## src/rtl/bam_pkg.sv

```systemverilog
// types, codes and sizing constants for the block allocation map
// no dependencies; imported by block_allocation_map and its checker
package bam_pkg;

  localparam int BAM_MAX_BLOCKS = 256;
  localparam int WORD_W         = 32;
  localparam int LOG_W          = 5;

  localparam logic [1:0] REQ_CLEAR = 2'd0;
  localparam logic [1:0] REQ_MARK  = 2'd1;
  localparam logic [1:0] REQ_ALLOC = 2'd2;

  localparam logic CFG_TOTAL    = 1'b0;
  localparam logic CFG_RESERVED = 1'b1;

  typedef enum logic [2:0] {
    ST_OK      = 3'd0,
    ST_ZERO    = 3'd1,
    ST_INVALID = 3'd2,
    ST_OVERLAP = 3'd3,
    ST_FULL    = 3'd4
  } bam_status_t;

  typedef struct packed {
    logic [1:0] req_type;
    logic [7:0] block_number;
  } bam_req_t;

  typedef struct packed {
    bam_status_t status;
    logic [7:0]  allocated_block;
    logic [8:0]  free_count;
    logic        invalid_seen;
    logic        overlap_seen;
  } bam_rsp_t;

endpackage

```

## src/rtl/block_allocation_map.sv

```systemverilog
// mark reads the block's map word and then sets its bit; clear writes every map word in turn;
//   allocate scans one 32-bit map word per cycle from the map memory
// throughput: one item at a time; busy stays high until its result strobe
// the map memory has one write port and one read port, one word each per cycle
// reset (sync, rst_n low): map words read as empty via per-word valid bits,
//   free count 0, pointer 2, flags clear, total 256, reserved 2; results cannot be stalled
module block_allocation_map
  import bam_pkg::*;
#(
  parameter int MAX_BLOCKS = BAM_MAX_BLOCKS
) (
  input  logic     clk,
  input  logic     rst_n,
  input  logic     start,
  output logic     busy,
  input  bam_req_t in_item,
  output logic     out_valid,
  output bam_rsp_t out_item,
  input  logic     cfg_we,
  input  logic     cfg_index,
  input  logic [8:0] cfg_wdata
);

  localparam int WORDS = (MAX_BLOCKS + WORD_W - 1) / WORD_W;
  localparam int WIDX  = (WORDS > 1) ? $clog2(WORDS) : 1;

  typedef enum logic [3:0] {
    S_IDLE  = 4'b0001,
    S_START = 4'b0010,
    S_EVAL  = 4'b0100,
    S_CLEAR = 4'b1000
  } state_t;

  function automatic logic [WIDX-1:0] word_of(input logic [8:0] x);
    logic [8:0] sh;
    sh = x >> LOG_W;
    return sh[WIDX-1:0];
  endfunction

  state_t        state_r, state_nxt;
  bam_req_t      req_r, req_nxt;
  logic [8:0]    total_r;
  logic [7:0]    rsv_r;
  logic [WIDX-1:0] word_r, word_nxt;
  logic          phase_r, phase_nxt;
  logic [7:0]    sptr_r, sptr_nxt;
  logic [7:0]    ptr_r, ptr_nxt;
  logic [8:0]    free_r, free_nxt;
  logic          inv_r, inv_nxt;
  logic          ovl_r, ovl_nxt;
  logic          out_valid_r, out_valid_nxt;
  bam_rsp_t      out_item_r, out_item_nxt;

  // map memory
  logic [WORD_W-1:0] mem [WORDS];
  logic [WORDS-1:0]  vld_r;
  logic [WORD_W-1:0] rd_data_r;
  logic              rd_vld_r;
  logic [WIDX-1:0]   raddr;
  logic              mem_we;
  logic [WORD_W-1:0] wdata;

  logic [8:0]  eff_t;
  logic [7:0]  eff_r;
  logic        vol_full;
  logic [8:0]  base;
  logic [WORD_W-1:0] rd_word;
  logic [WORD_W-1:0] cand;
  logic [LOG_W-1:0]  sel;
  logic        any;
  logic [8:0]  lo, hi, lim, idx, blk9, gnt, pnext;
  logic [WORD_W-1:0] clr_mask;
  logic        done;
  bam_status_t rsp_status;
  logic [7:0]  rsp_block;
  logic [7:0]  s_ptr;
  logic [WIDX-1:0] nxt_word;

  always_ff @(posedge clk) begin
    if (mem_we) begin
      mem[word_r] <= wdata;
    end
    rd_data_r <= mem[raddr];
  end

  always_ff @(posedge clk) begin
    if (!rst_n) begin
      vld_r    <= '0;
      rd_vld_r <= 1'b0;
    end else begin
      rd_vld_r <= vld_r[raddr];
      if (mem_we) begin
        vld_r[word_r] <= 1'b1;
      end
    end
  end

  assign eff_t    = (total_r > 9'(MAX_BLOCKS)) ? 9'(MAX_BLOCKS) : total_r;
  assign eff_r    = (rsv_r == 8'd0) ? 8'd1 : rsv_r;
  assign vol_full = {1'b0, eff_r} >= eff_t;
  assign base     = 9'(word_r) << LOG_W;
  assign rd_word  = rd_vld_r ? rd_data_r : '0;
  assign blk9     = {1'b0, req_r.block_number};
  assign lim      = vol_full ? eff_t : {1'b0, eff_r};
  assign lo       = phase_r ? {1'b0, eff_r} : {1'b0, sptr_r};
  assign hi       = phase_r ? {1'b0, sptr_r} : eff_t;

  // free positions in the current word that lie inside the search window
  always_comb begin
    logic [8:0] bi;
    for (int j = 0; j < WORD_W; j++) begin
      bi          = base + 9'(j);
      cand[j]     = !rd_word[j] && (bi >= lo) && (bi < hi);
      clr_mask[j] = bi < lim;
    end
  end

  always_comb begin
    any = 1'b0;
    sel = '0;
    for (int j = WORD_W - 1; j >= 0; j--) begin
      if (cand[j]) begin
        any = 1'b1;
        sel = LOG_W'(j);
      end
    end
  end

  assign gnt   = base + 9'(sel);
  assign pnext = gnt + 9'd1;
  assign idx   = {1'b0, sptr_r} - 9'd1;
  assign s_ptr = (ptr_r < eff_r || {1'b0, ptr_r} >= eff_t) ? eff_r : ptr_r;

  always_comb begin
    state_nxt     = state_r;
    req_nxt       = req_r;
    word_nxt      = word_r;
    phase_nxt     = phase_r;
    sptr_nxt      = sptr_r;
    ptr_nxt       = ptr_r;
    free_nxt      = free_r;
    inv_nxt       = inv_r;
    ovl_nxt       = ovl_r;
    raddr         = word_r;
    mem_we        = 1'b0;
    wdata         = rd_word;
    done          = 1'b0;
    rsp_status    = ST_OK;
    rsp_block     = 8'd0;
    nxt_word      = word_r;

    case (state_r)
      S_IDLE: begin
        if (start) begin
          req_nxt   = in_item;
          state_nxt = S_START;
        end
      end
      S_START: begin
        case (req_r.req_type)
          REQ_CLEAR: begin
            word_nxt  = '0;
            state_nxt = S_CLEAR;
          end
          REQ_MARK: begin
            if (req_r.block_number == 8'd0) begin
              done       = 1'b1;
              rsp_status = ST_ZERO;
            end else if (req_r.block_number < eff_r || blk9 >= eff_t) begin
              inv_nxt    = 1'b1;
              done       = 1'b1;
              rsp_status = ST_INVALID;
            end else begin
              raddr     = word_of(blk9);
              word_nxt  = word_of(blk9);
              state_nxt = S_EVAL;
            end
          end
          REQ_ALLOC: begin
            if (vol_full) begin
              done       = 1'b1;
              rsp_status = ST_FULL;
            end else begin
              sptr_nxt  = s_ptr;
              phase_nxt = 1'b0;
              raddr     = word_of({1'b0, s_ptr});
              word_nxt  = word_of({1'b0, s_ptr});
              state_nxt = S_EVAL;
            end
          end
          default: begin
            done = 1'b1;
          end
        endcase
      end
      S_EVAL: begin
        if (req_r.req_type == REQ_MARK) begin
          if (rd_word[req_r.block_number[LOG_W-1:0]]) begin
            ovl_nxt    = 1'b1;
            rsp_status = ST_OVERLAP;
          end else begin
            mem_we   = 1'b1;
            wdata    = rd_word | (WORD_W'(1) << req_r.block_number[LOG_W-1:0]);
            free_nxt = (free_r == 9'd0) ? 9'd0 : free_r - 9'd1;
          end
          done = 1'b1;
        end else if (any) begin
          mem_we    = 1'b1;
          wdata     = rd_word | (WORD_W'(1) << sel);
          free_nxt  = (free_r == 9'd0) ? 9'd0 : free_r - 9'd1;
          ptr_nxt   = (pnext >= eff_t) ? eff_r : pnext[7:0];
          rsp_block = gnt[7:0];
          done      = 1'b1;
        end else if (!phase_r) begin
          // end of the upper stretch: wrap to the first unreserved block
          if (word_r == word_of(eff_t - 9'd1)) begin
            if (sptr_r == eff_r) begin
              done       = 1'b1;
              rsp_status = ST_FULL;
            end else begin
              phase_nxt = 1'b1;
              nxt_word  = word_of({1'b0, eff_r});
            end
          end else begin
            nxt_word = word_r + WIDX'(1);
          end
        end else begin
          if (word_r == word_of(idx)) begin
            done       = 1'b1;
            rsp_status = ST_FULL;
          end else begin
            nxt_word = word_r + WIDX'(1);
          end
        end
        if (!done) begin
          raddr    = nxt_word;
          word_nxt = nxt_word;
        end
      end
      S_CLEAR: begin
        mem_we = 1'b1;
        wdata  = clr_mask;
        if (word_r == WIDX'(WORDS - 1)) begin
          free_nxt = vol_full ? 9'd0 : eff_t - {1'b0, eff_r};
          inv_nxt  = 1'b0;
          ovl_nxt  = 1'b0;
          ptr_nxt  = eff_r;
          done     = 1'b1;
        end else begin
          word_nxt = word_r + WIDX'(1);
        end
      end
      default: begin
        state_nxt = S_IDLE;
      end
    endcase

    if (done) begin
      state_nxt = S_IDLE;
    end
    out_valid_nxt                = done;
    out_item_nxt.status          = rsp_status;
    out_item_nxt.allocated_block = rsp_block;
    out_item_nxt.free_count      = free_nxt;
    out_item_nxt.invalid_seen    = inv_nxt;
    out_item_nxt.overlap_seen    = ovl_nxt;
  end

  always_ff @(posedge clk) begin
    if (!rst_n) begin
      state_r     <= S_IDLE;
      total_r     <= 9'd256;
      rsv_r       <= 8'd2;
      ptr_r       <= 8'd2;
      free_r      <= 9'd0;
      inv_r       <= 1'b0;
      ovl_r       <= 1'b0;
      out_valid_r <= 1'b0;
    end else begin
      state_r     <= state_nxt;
      ptr_r       <= ptr_nxt;
      free_r      <= free_nxt;
      inv_r       <= inv_nxt;
      ovl_r       <= ovl_nxt;
      out_valid_r <= out_valid_nxt;
      if (cfg_we && cfg_index == CFG_TOTAL) begin
        total_r <= cfg_wdata;
      end
      if (cfg_we && cfg_index == CFG_RESERVED) begin
        rsv_r <= cfg_wdata[7:0];
      end
    end
  end

  always_ff @(posedge clk) begin
    req_r      <= req_nxt;
    word_r     <= word_nxt;
    phase_r    <= phase_nxt;
    sptr_r     <= sptr_nxt;
    out_item_r <= out_item_nxt;
  end

  assign busy      = (state_r != S_IDLE);
  assign out_valid = out_valid_r;
  assign out_item  = out_item_r;

endmodule

```

## config.mk

```make
export PLATFORM = sky130hd
export DESIGN_NAME = block_allocation_map
export DESIGN_NICKNAME = d
export VERILOG_FILES = /design/src/rtl/bam_pkg.sv /design/src/rtl/block_allocation_map.sv
export SDC_FILE = /design/constraint.sdc
export NUM_CORES = 1
export LEC_CHECK = 0
export BUFFER_PORTS_ARGS = -buffer_cell sky130_fd_sc_hd__buf_2
export CAP_MARGIN = 10
export CORE_MARGIN = 4
export CORE_UTILIZATION = 40
export CTS_CLUSTER_SIZE = 30
export DETAILED_ROUTE_END_ITERATION = 12
export GPL_TIMING_DRIVEN = 0
export SLEW_MARGIN = 20
export SYNTH_ARGS = -nofsm -noshare
export SYNTH_HDL_FRONTEND = slang
export SYNTH_SLANG_ARGS = --single-unit
```

## constraint.sdc

```tcl
create_clock -name clk -period 6.4 [get_ports clk]
set_clock_uncertainty 0.05 [all_clocks]
set_input_delay 0.64 -clock clk [delete_from_list [all_inputs] [get_ports clk]]
set_output_delay 0.64 -clock clk [all_outputs]
set_load 0.02 [all_outputs]
```

-- Word-level counts from Yosys, hierarchy flattened
Memory sizes are Yosys's and may differ from the RTL's. A register that Yosys moved wholly into a read port is not among the register bits.
Cells that the tools add are included.
- flip-flop bits (word level): 94
- bits in writable memories: 256
- output and inout port bits: 24
- logic and storage cells: 479
- memories: 1
- add/subtract/negate cells: 38
- $lt $le $gt $ge: 107
- eq/ne operators: 23
- shifts and indexed selects: 2
- muxes and demuxes: 162
- bitwise logic cells: 9
- reduce and logical (&&, ||, !) cells: 117
- memories (memory ; words ; width ; read ports ; clocked after memory_dff ; write ports ; line ; text):
    mem ; 8 ; 32 ; 1 ; 1 ; 1 ; block_allocation_map.sv:55 ; logic [WORD_W-1:0] mem [WORDS];
- operator list (operator ; number):
    $lt 9x9->1 ; 62
    $ge 9x8->1 ; 31
    $mux 5 ; 32
    $add 8x5->9 const B ; 16
    $mux 32 ; 4
    $mux 9 ; 9
    $add 8x4->9 const B ; 8
    $logic_and 1x1->1 ; 67
    $mux 1 ; 65
    $or 32x32->32 ; 2
    $pmux 32 s2 ; 1
    $shl 1x5->32 const A ; 2
    $mux 8 ; 7
    $mux 3 ; 18
    $add 8x3->9 const B ; 4
    $logic_not 1->1 ; 32
    $ge 8x9->1 ; 3
    $pmux 3 s2 ; 4
    $pmux 4 s3 ; 2
    $add 8x2->9 const B ; 2
    $lt 8x9->1 ; 2
    $pmux 3 s3 ; 2
    $pmux 9 s2 ; 1
    $logic_not 8->1 ; 2
    49 further kinds ; 80

-- Depth between registers and ports, before layout
- depth after elaboration: 45
- gate-level depth with buffers: 33
- mapped depth without buffers: 29

-- Worst setup path before layout
No wires, ideal clock.
- kind: register to register
- start point: register phase_r
- end point: memory mem[2][0], enable pin
- setup time: 463 ps
- arrival time: 6526 ps
- required time: 5887 ps
- setup slack: -640 ps
- stages on the path, launching flop included: 21
- period minus slack after synthesis: 7040 ps
- cells stage by stage: edfxtp_1 > buf_6 > buf_2 > buf_2 > buf_1 > mux2_2 > ha_1 > and3_1 > clkbuf_1 > nand2_1 > a211oi_2 > o211a_1 > a211o_1 > nor4b_4 > nand4_2 > buf_2 > o211ai_1 > buf_2 > nand2_1 > nand2_1 > nor3_1
- cells in the longest elaborated chain, start to end: 41
- elaborated cells on any way between the ends: 167
- classes of those cells: order compare (64); mux (39); reduce/logical (64)
- RTL lines (item ; line ; text):
    start: declaration ; block_allocation_map.sv:45 ; logic phase_r, phase_nxt;
    start signal: assignment ; block_allocation_map.sv:298 ; phase_r <= phase_nxt;
    $mux 8 ; block_allocation_map.sv:105 ; assign lo = phase_r ? {1'b0, eff_r} : {1'b0, sptr_r};
    $ge 9x8->1 ; block_allocation_map.sv:113 ; cand[j] = !rd_word[j] && (bi >= lo) && (bi < hi);
    $logic_and 1x1->1 (2 in a row) ; block_allocation_map.sv:113 ;
    $mux 1 (31 in a row) ; block_allocation_map.sv:122 ; if (cand[j]) begin
    $mux 1 (*) ; block_allocation_map.sv:122 ;
    $mux 1 (*) ; block_allocation_map.sv:207 ; end else if (any) begin
    $mux 1 (*) ; block_allocation_map.sv:197 ; if (req_r.req_type == REQ_MARK) begin
    $pmux 1 s2 (*) ; block_allocation_map.sv:152 ; case (state_r)
    $mux 1 (*) ; block_allocation_map.sv:80 ; if (mem_we) begin
    $mux 1 (implied by the code) (*) ; block_allocation_map.sv:81 ; mem[word_r] <= wdata;
    end: declaration ; block_allocation_map.sv:55 ;
Every way passes the cells marked *; elsewhere a longest branch is shown, timed or not.

-- Final worst setup path
- start point: register phase_r
- end point: register ptr_r[7]
- cells in the longest elaborated chain, start to end: 43
- elaborated cells on any way between the ends: 203
- classes of those cells: add/sub (2); order compare (65); eq/ne (1); mux (70); reduce/logical (65)
- RTL lines (item ; line ; text):
    $mux 8 ; block_allocation_map.sv:105 ;
    $ge 9x8->1 ; block_allocation_map.sv:113 ;
    $logic_and 1x1->1 (2 in a row) ; block_allocation_map.sv:113 ;
    $mux 5 (31 in a row) ; block_allocation_map.sv:122 ;
    $mux 5 (*) ; block_allocation_map.sv:122 ;
    $add 8x5->9 (*) ; block_allocation_map.sv:129 ; assign gnt = base + 9'(sel);
    net gnt[1] ; block_allocation_map.sv:71 ; logic [8:0] lo, hi, lim, idx, blk9, gnt, pnext;
    $add 9x1->9 (*) ; block_allocation_map.sv:130 ; assign pnext = gnt + 9'd1;
    $ge 9x9->1 ; block_allocation_map.sv:211 ; ptr_nxt = (pnext >= eff_t) ? eff_r : pnext[7:0];
    $mux 8 (*) ; block_allocation_map.sv:211 ;
    $mux 8 (*) ; block_allocation_map.sv:207 ;
    $mux 8 (*) ; block_allocation_map.sv:197 ;
    $pmux 8 s2 (*) ; block_allocation_map.sv:152 ;
    end signal: assignment ; block_allocation_map.sv:281 ; ptr_r <= ptr_nxt;
    end: declaration ; block_allocation_map.sv:47 ; logic [7:0] ptr_r, ptr_nxt;
The timed path passes the listed nets; every way through them passes the cells marked *. The select of a mux whose other input is x is not followed.
A chain may end at the register's enable or synchronous reset.

==> run_results.csv <==
group,metric,value,unit
routing,post_drt_wl_per_cell,27.8,µm
synth,yosysWarnings,0,
hold_path,worstHoldPathType,"in2reg",
die,rows,83,
finish,final_nets,2141,
synth,synthDistinctLibCells,102,
clocking,clock_path_buffers,3,
die,start_util,40.7,%
die,core_area,51600,µm²
die,dieArea,56200,µm²
sta,max_clock_freq,0.161,GHz
status,outcome,"complete, no violations",
place,dp_cells,2643,
synth,synth_edf_count,278,
sta,slew_violations,0,
power_and_ir_drop,p_leak,8.95,nW
routing,drcViolationCount,0,
sta,min_period_over_period,97.3,%
routing,drtAntennaViolNets,0,
setup_path,critPathBufInv,5,
sta,worst_pin_slew,1.10,ns
synth,synth_ff_type,"edfxtp_1",
setup_path,crit_path_end_kind,"register",
setup_path,critical_path_depth,25,
clocking,cts_hold_buf,0,
synth,syn_inst,1904,
global_route,antenna_found_initial,0,
finish,antenna_cells,0,
place,dpl.hpwl,57.1,mm
synth,yosysSeqAreaShare,49.7,%
die,die_h,237,µm
setup_path,cp_max_fo,18,
synth,syn_avg_cell_area,11.0,µm²
finish,drive_above_1_share,18.9,%
global_route,grt_pass1_vias,16500,
sta,finalHoldViolCount,0,
setup_path,cp.required,6.85,ns
setup_path,cp_slowest_cell,"o31ai_1",
global_route,grt-ovfl-total,0,
routing,vias_per_cell,6.20,
finish,final_util,48.0,%
run,cap_violations,0,
routing,routed_wl,76.7,mm
finish,final_cell_mix,"edfxtp_1, nand2_1, mux2i_1, dfxtp_1, nor2_1",
finish,area_growth,17.9,%
global_route,grt_max_degree,21,
clocking,cts_tree,"done",
setup_path,worstSetupPathType,"reg2reg",
clocking,path_clk_slew,0.06,ns
synth,ys_seq_elements,382,
setup_path,critPathMaxStageDelay,0.85,ns
routing,drt_pass1_iterations,6,
sta,tns,0,ns
sta,relSlewSlack,26.0,%
power_and_ir_drop,p_total,0.00583,W
sta,timing.final.crit_period,6.23,ns
setup_path,cp_common_cell,"a21o_1",
clocking,cts.sinks,382,
finish,mostFrequentLayoutCell,"edfxtp_1",
setup_path,crit_path_start_kind,"register",
die,die-width,237,µm
place,portBuffers,46,
power_and_ir_drop,power_density,236,nW/µm²
setup_path,critPathTopFamily,"compound AO/OA/AOI/OAI gates",
die,num_io_pins,48,
setup_path,cp.arrival,6.67,ns
synth,async_reset_ff_share,0,%
finish,fin_cells,2758,
clocking,clockRootBuffer,"clkbuf_16",
clocking,h-tree-depth,2,
setup_path,r2r_cells,25,
synth,syn-num-nets,2001,
clocking,numCtsBuffers,42,
place,gp_routability_congestion,0.985,
global_route,grt_usage,26.2,%
sta,setup_viol,0,
global_route,grt_pass1_wl,111,mm
routing,vias,17100,
power_and_ir_drop,peakVddDrop,0.000259,V
clocking,clk_latency,0.58,ns
routing,drt_iter0_drc,1644,
synth,syn-cell-area,21000,µm²
hold_path,hold_depth,1,
-- flip-flops by register name (all words and copies together), names as in the netlist --
register / flops
sptr_r: 8
phase_r: 1
vld_r: 8
total_r: 9
mem: 256
blk9: 8
inv_r: 1
state_r: 4
rd_data_r: 32
ptr_r: 8
req_r: 2
out_item: 22
rsv_r: 8
word_r: 3
free_r: 9
rd_vld_r: 1
out_valid: 1
ovl_r: 1
-- kinds of logic (layout without fill, tap and decap cells) --
logic type,Yosys count,after routing,share of synthesized area (%)
muxes,198,198,10.5
AOI/OAI and AO/OA,485,485,16.7
DFF,382,382,49.7
xor gates and xnor gates,24,24,1.00
adders and majority gates,73,73,4.39
buffers and inverters,177,351,3.97
and+or+nand+nor,565,565,13.8
-- metal layers --
layer	up-vias	global-route usage (%)	share of wire (%)
li1	7625	-	-
met1	8557	36.8	44
met2	767	41.9	46
met3	145	4.04	7.1
met4	0	8.60	3.3
met5	-	0	0
-- worst paths after layout --
kind | startpoint | end | slack, ns
setup / recovery | phase_r$_SDFFCE_PN0P_ | ptr_r[7]$_SDFFE_PN0P_ | 0.17
hold reg to reg | vld_r[5]$_SDFFE_PN0P_ | vld_r[5]$_SDFFE_PN0P_ | 0.42
setup reg to reg | phase_r$_SDFFCE_PN0P_ | ptr_r[7]$_SDFFE_PN0P_ | 0.17
hold / removal | in_item[3] | blk9[3]$_DFFE_PP_ | 0.19
-- metrics by stage --
step | area, µm² | hold WS [ns] | setup WS (ns)
2_1_floorplan | 21000 | 0.373 | 0.0237
3_3_place_gp | 22100 | 0.388 | -2.91
3_5_place_dp | 22400 | 0.404 | -1.83
4_1_cts | 24200 | 0.155 | -0.0506
5_1_grt | 24800 | 0.165 | -0.0339
6_report | 24800 | 0.188 | 0.175
-- what timing repair did --
item | 4_1_cts | 5_1_grt
gates resized for setup | 66 | 80
gates cloned | 0 | 1
setup endpoints to repair | 561 | 192
pin swaps | 7 | 28
setup buffers | 13 | 30
-- report_power, final --
group | total (W) | leakage [nW] | switching [W] | internal [W]
Sequential | 0.00269 | 3.35 | 0.0000406 | 0.00265
Clock | 0.00257 | 0.712 | 0.00103 | 0.00155
Combinational | 0.000565 | 4.89 | 0.000353 | 0.000212
-- layout make-up --
class / instances / area (µm²)
Fill cell: 4696 / 26900
Sequential cell: 382 / 10400
Multi-Input combinational cell: 1345 / 10300
Clock buffer: 58 / 1170
Tap cell: 680 / 851
Timing Repair Buffer: 103 / 822
Buffer: 111 / 676
Clock inverter: 20 / 310
Inverter: 59 / 226
-- synthesized netlist by cell type, types with 9 or more instances --
cell	number	share of area (%)
a31oi_1	27	0.80
ha_1	72	4.3
xor2_1	9	0.38
buf_6	17	0.91
xnor2_1	15	0.63
nor4_1	12	0.36
nor3_1	33	0.79
a21o_1	20	0.72
mux2i_1	111	5.3
a211oi_1	15	0.54
or2_2	12	0.36
buf_2	18	0.43
nor2_1	105	1.9
a22oi_1	14	0.50
o21a_1	26	0.93
o221ai_1	41	1.7
o21ai_0	84	2.0
mux2_1	38	2.0
and3_1	19	0.57
nand3_1	85	2.0
dfxtp_1	104	9.9
o221ai_2	12	0.86
nor2b_1	14	0.42
edfxtp_1	278	40
inv_1	57	1.0
a21oi_1	95	2.3
nand4_1	22	0.66
mux2_2	35	1.9
or3_1	9	0.27
and2_1	32	0.95
clkbuf_1	71	1.3
nand2_1	158	2.8
nand2b_1	17	0.51
o211ai_1	22	0.79
mux4_2	9	0.97
No activity file was read; power rests on OpenSTA's default activity.
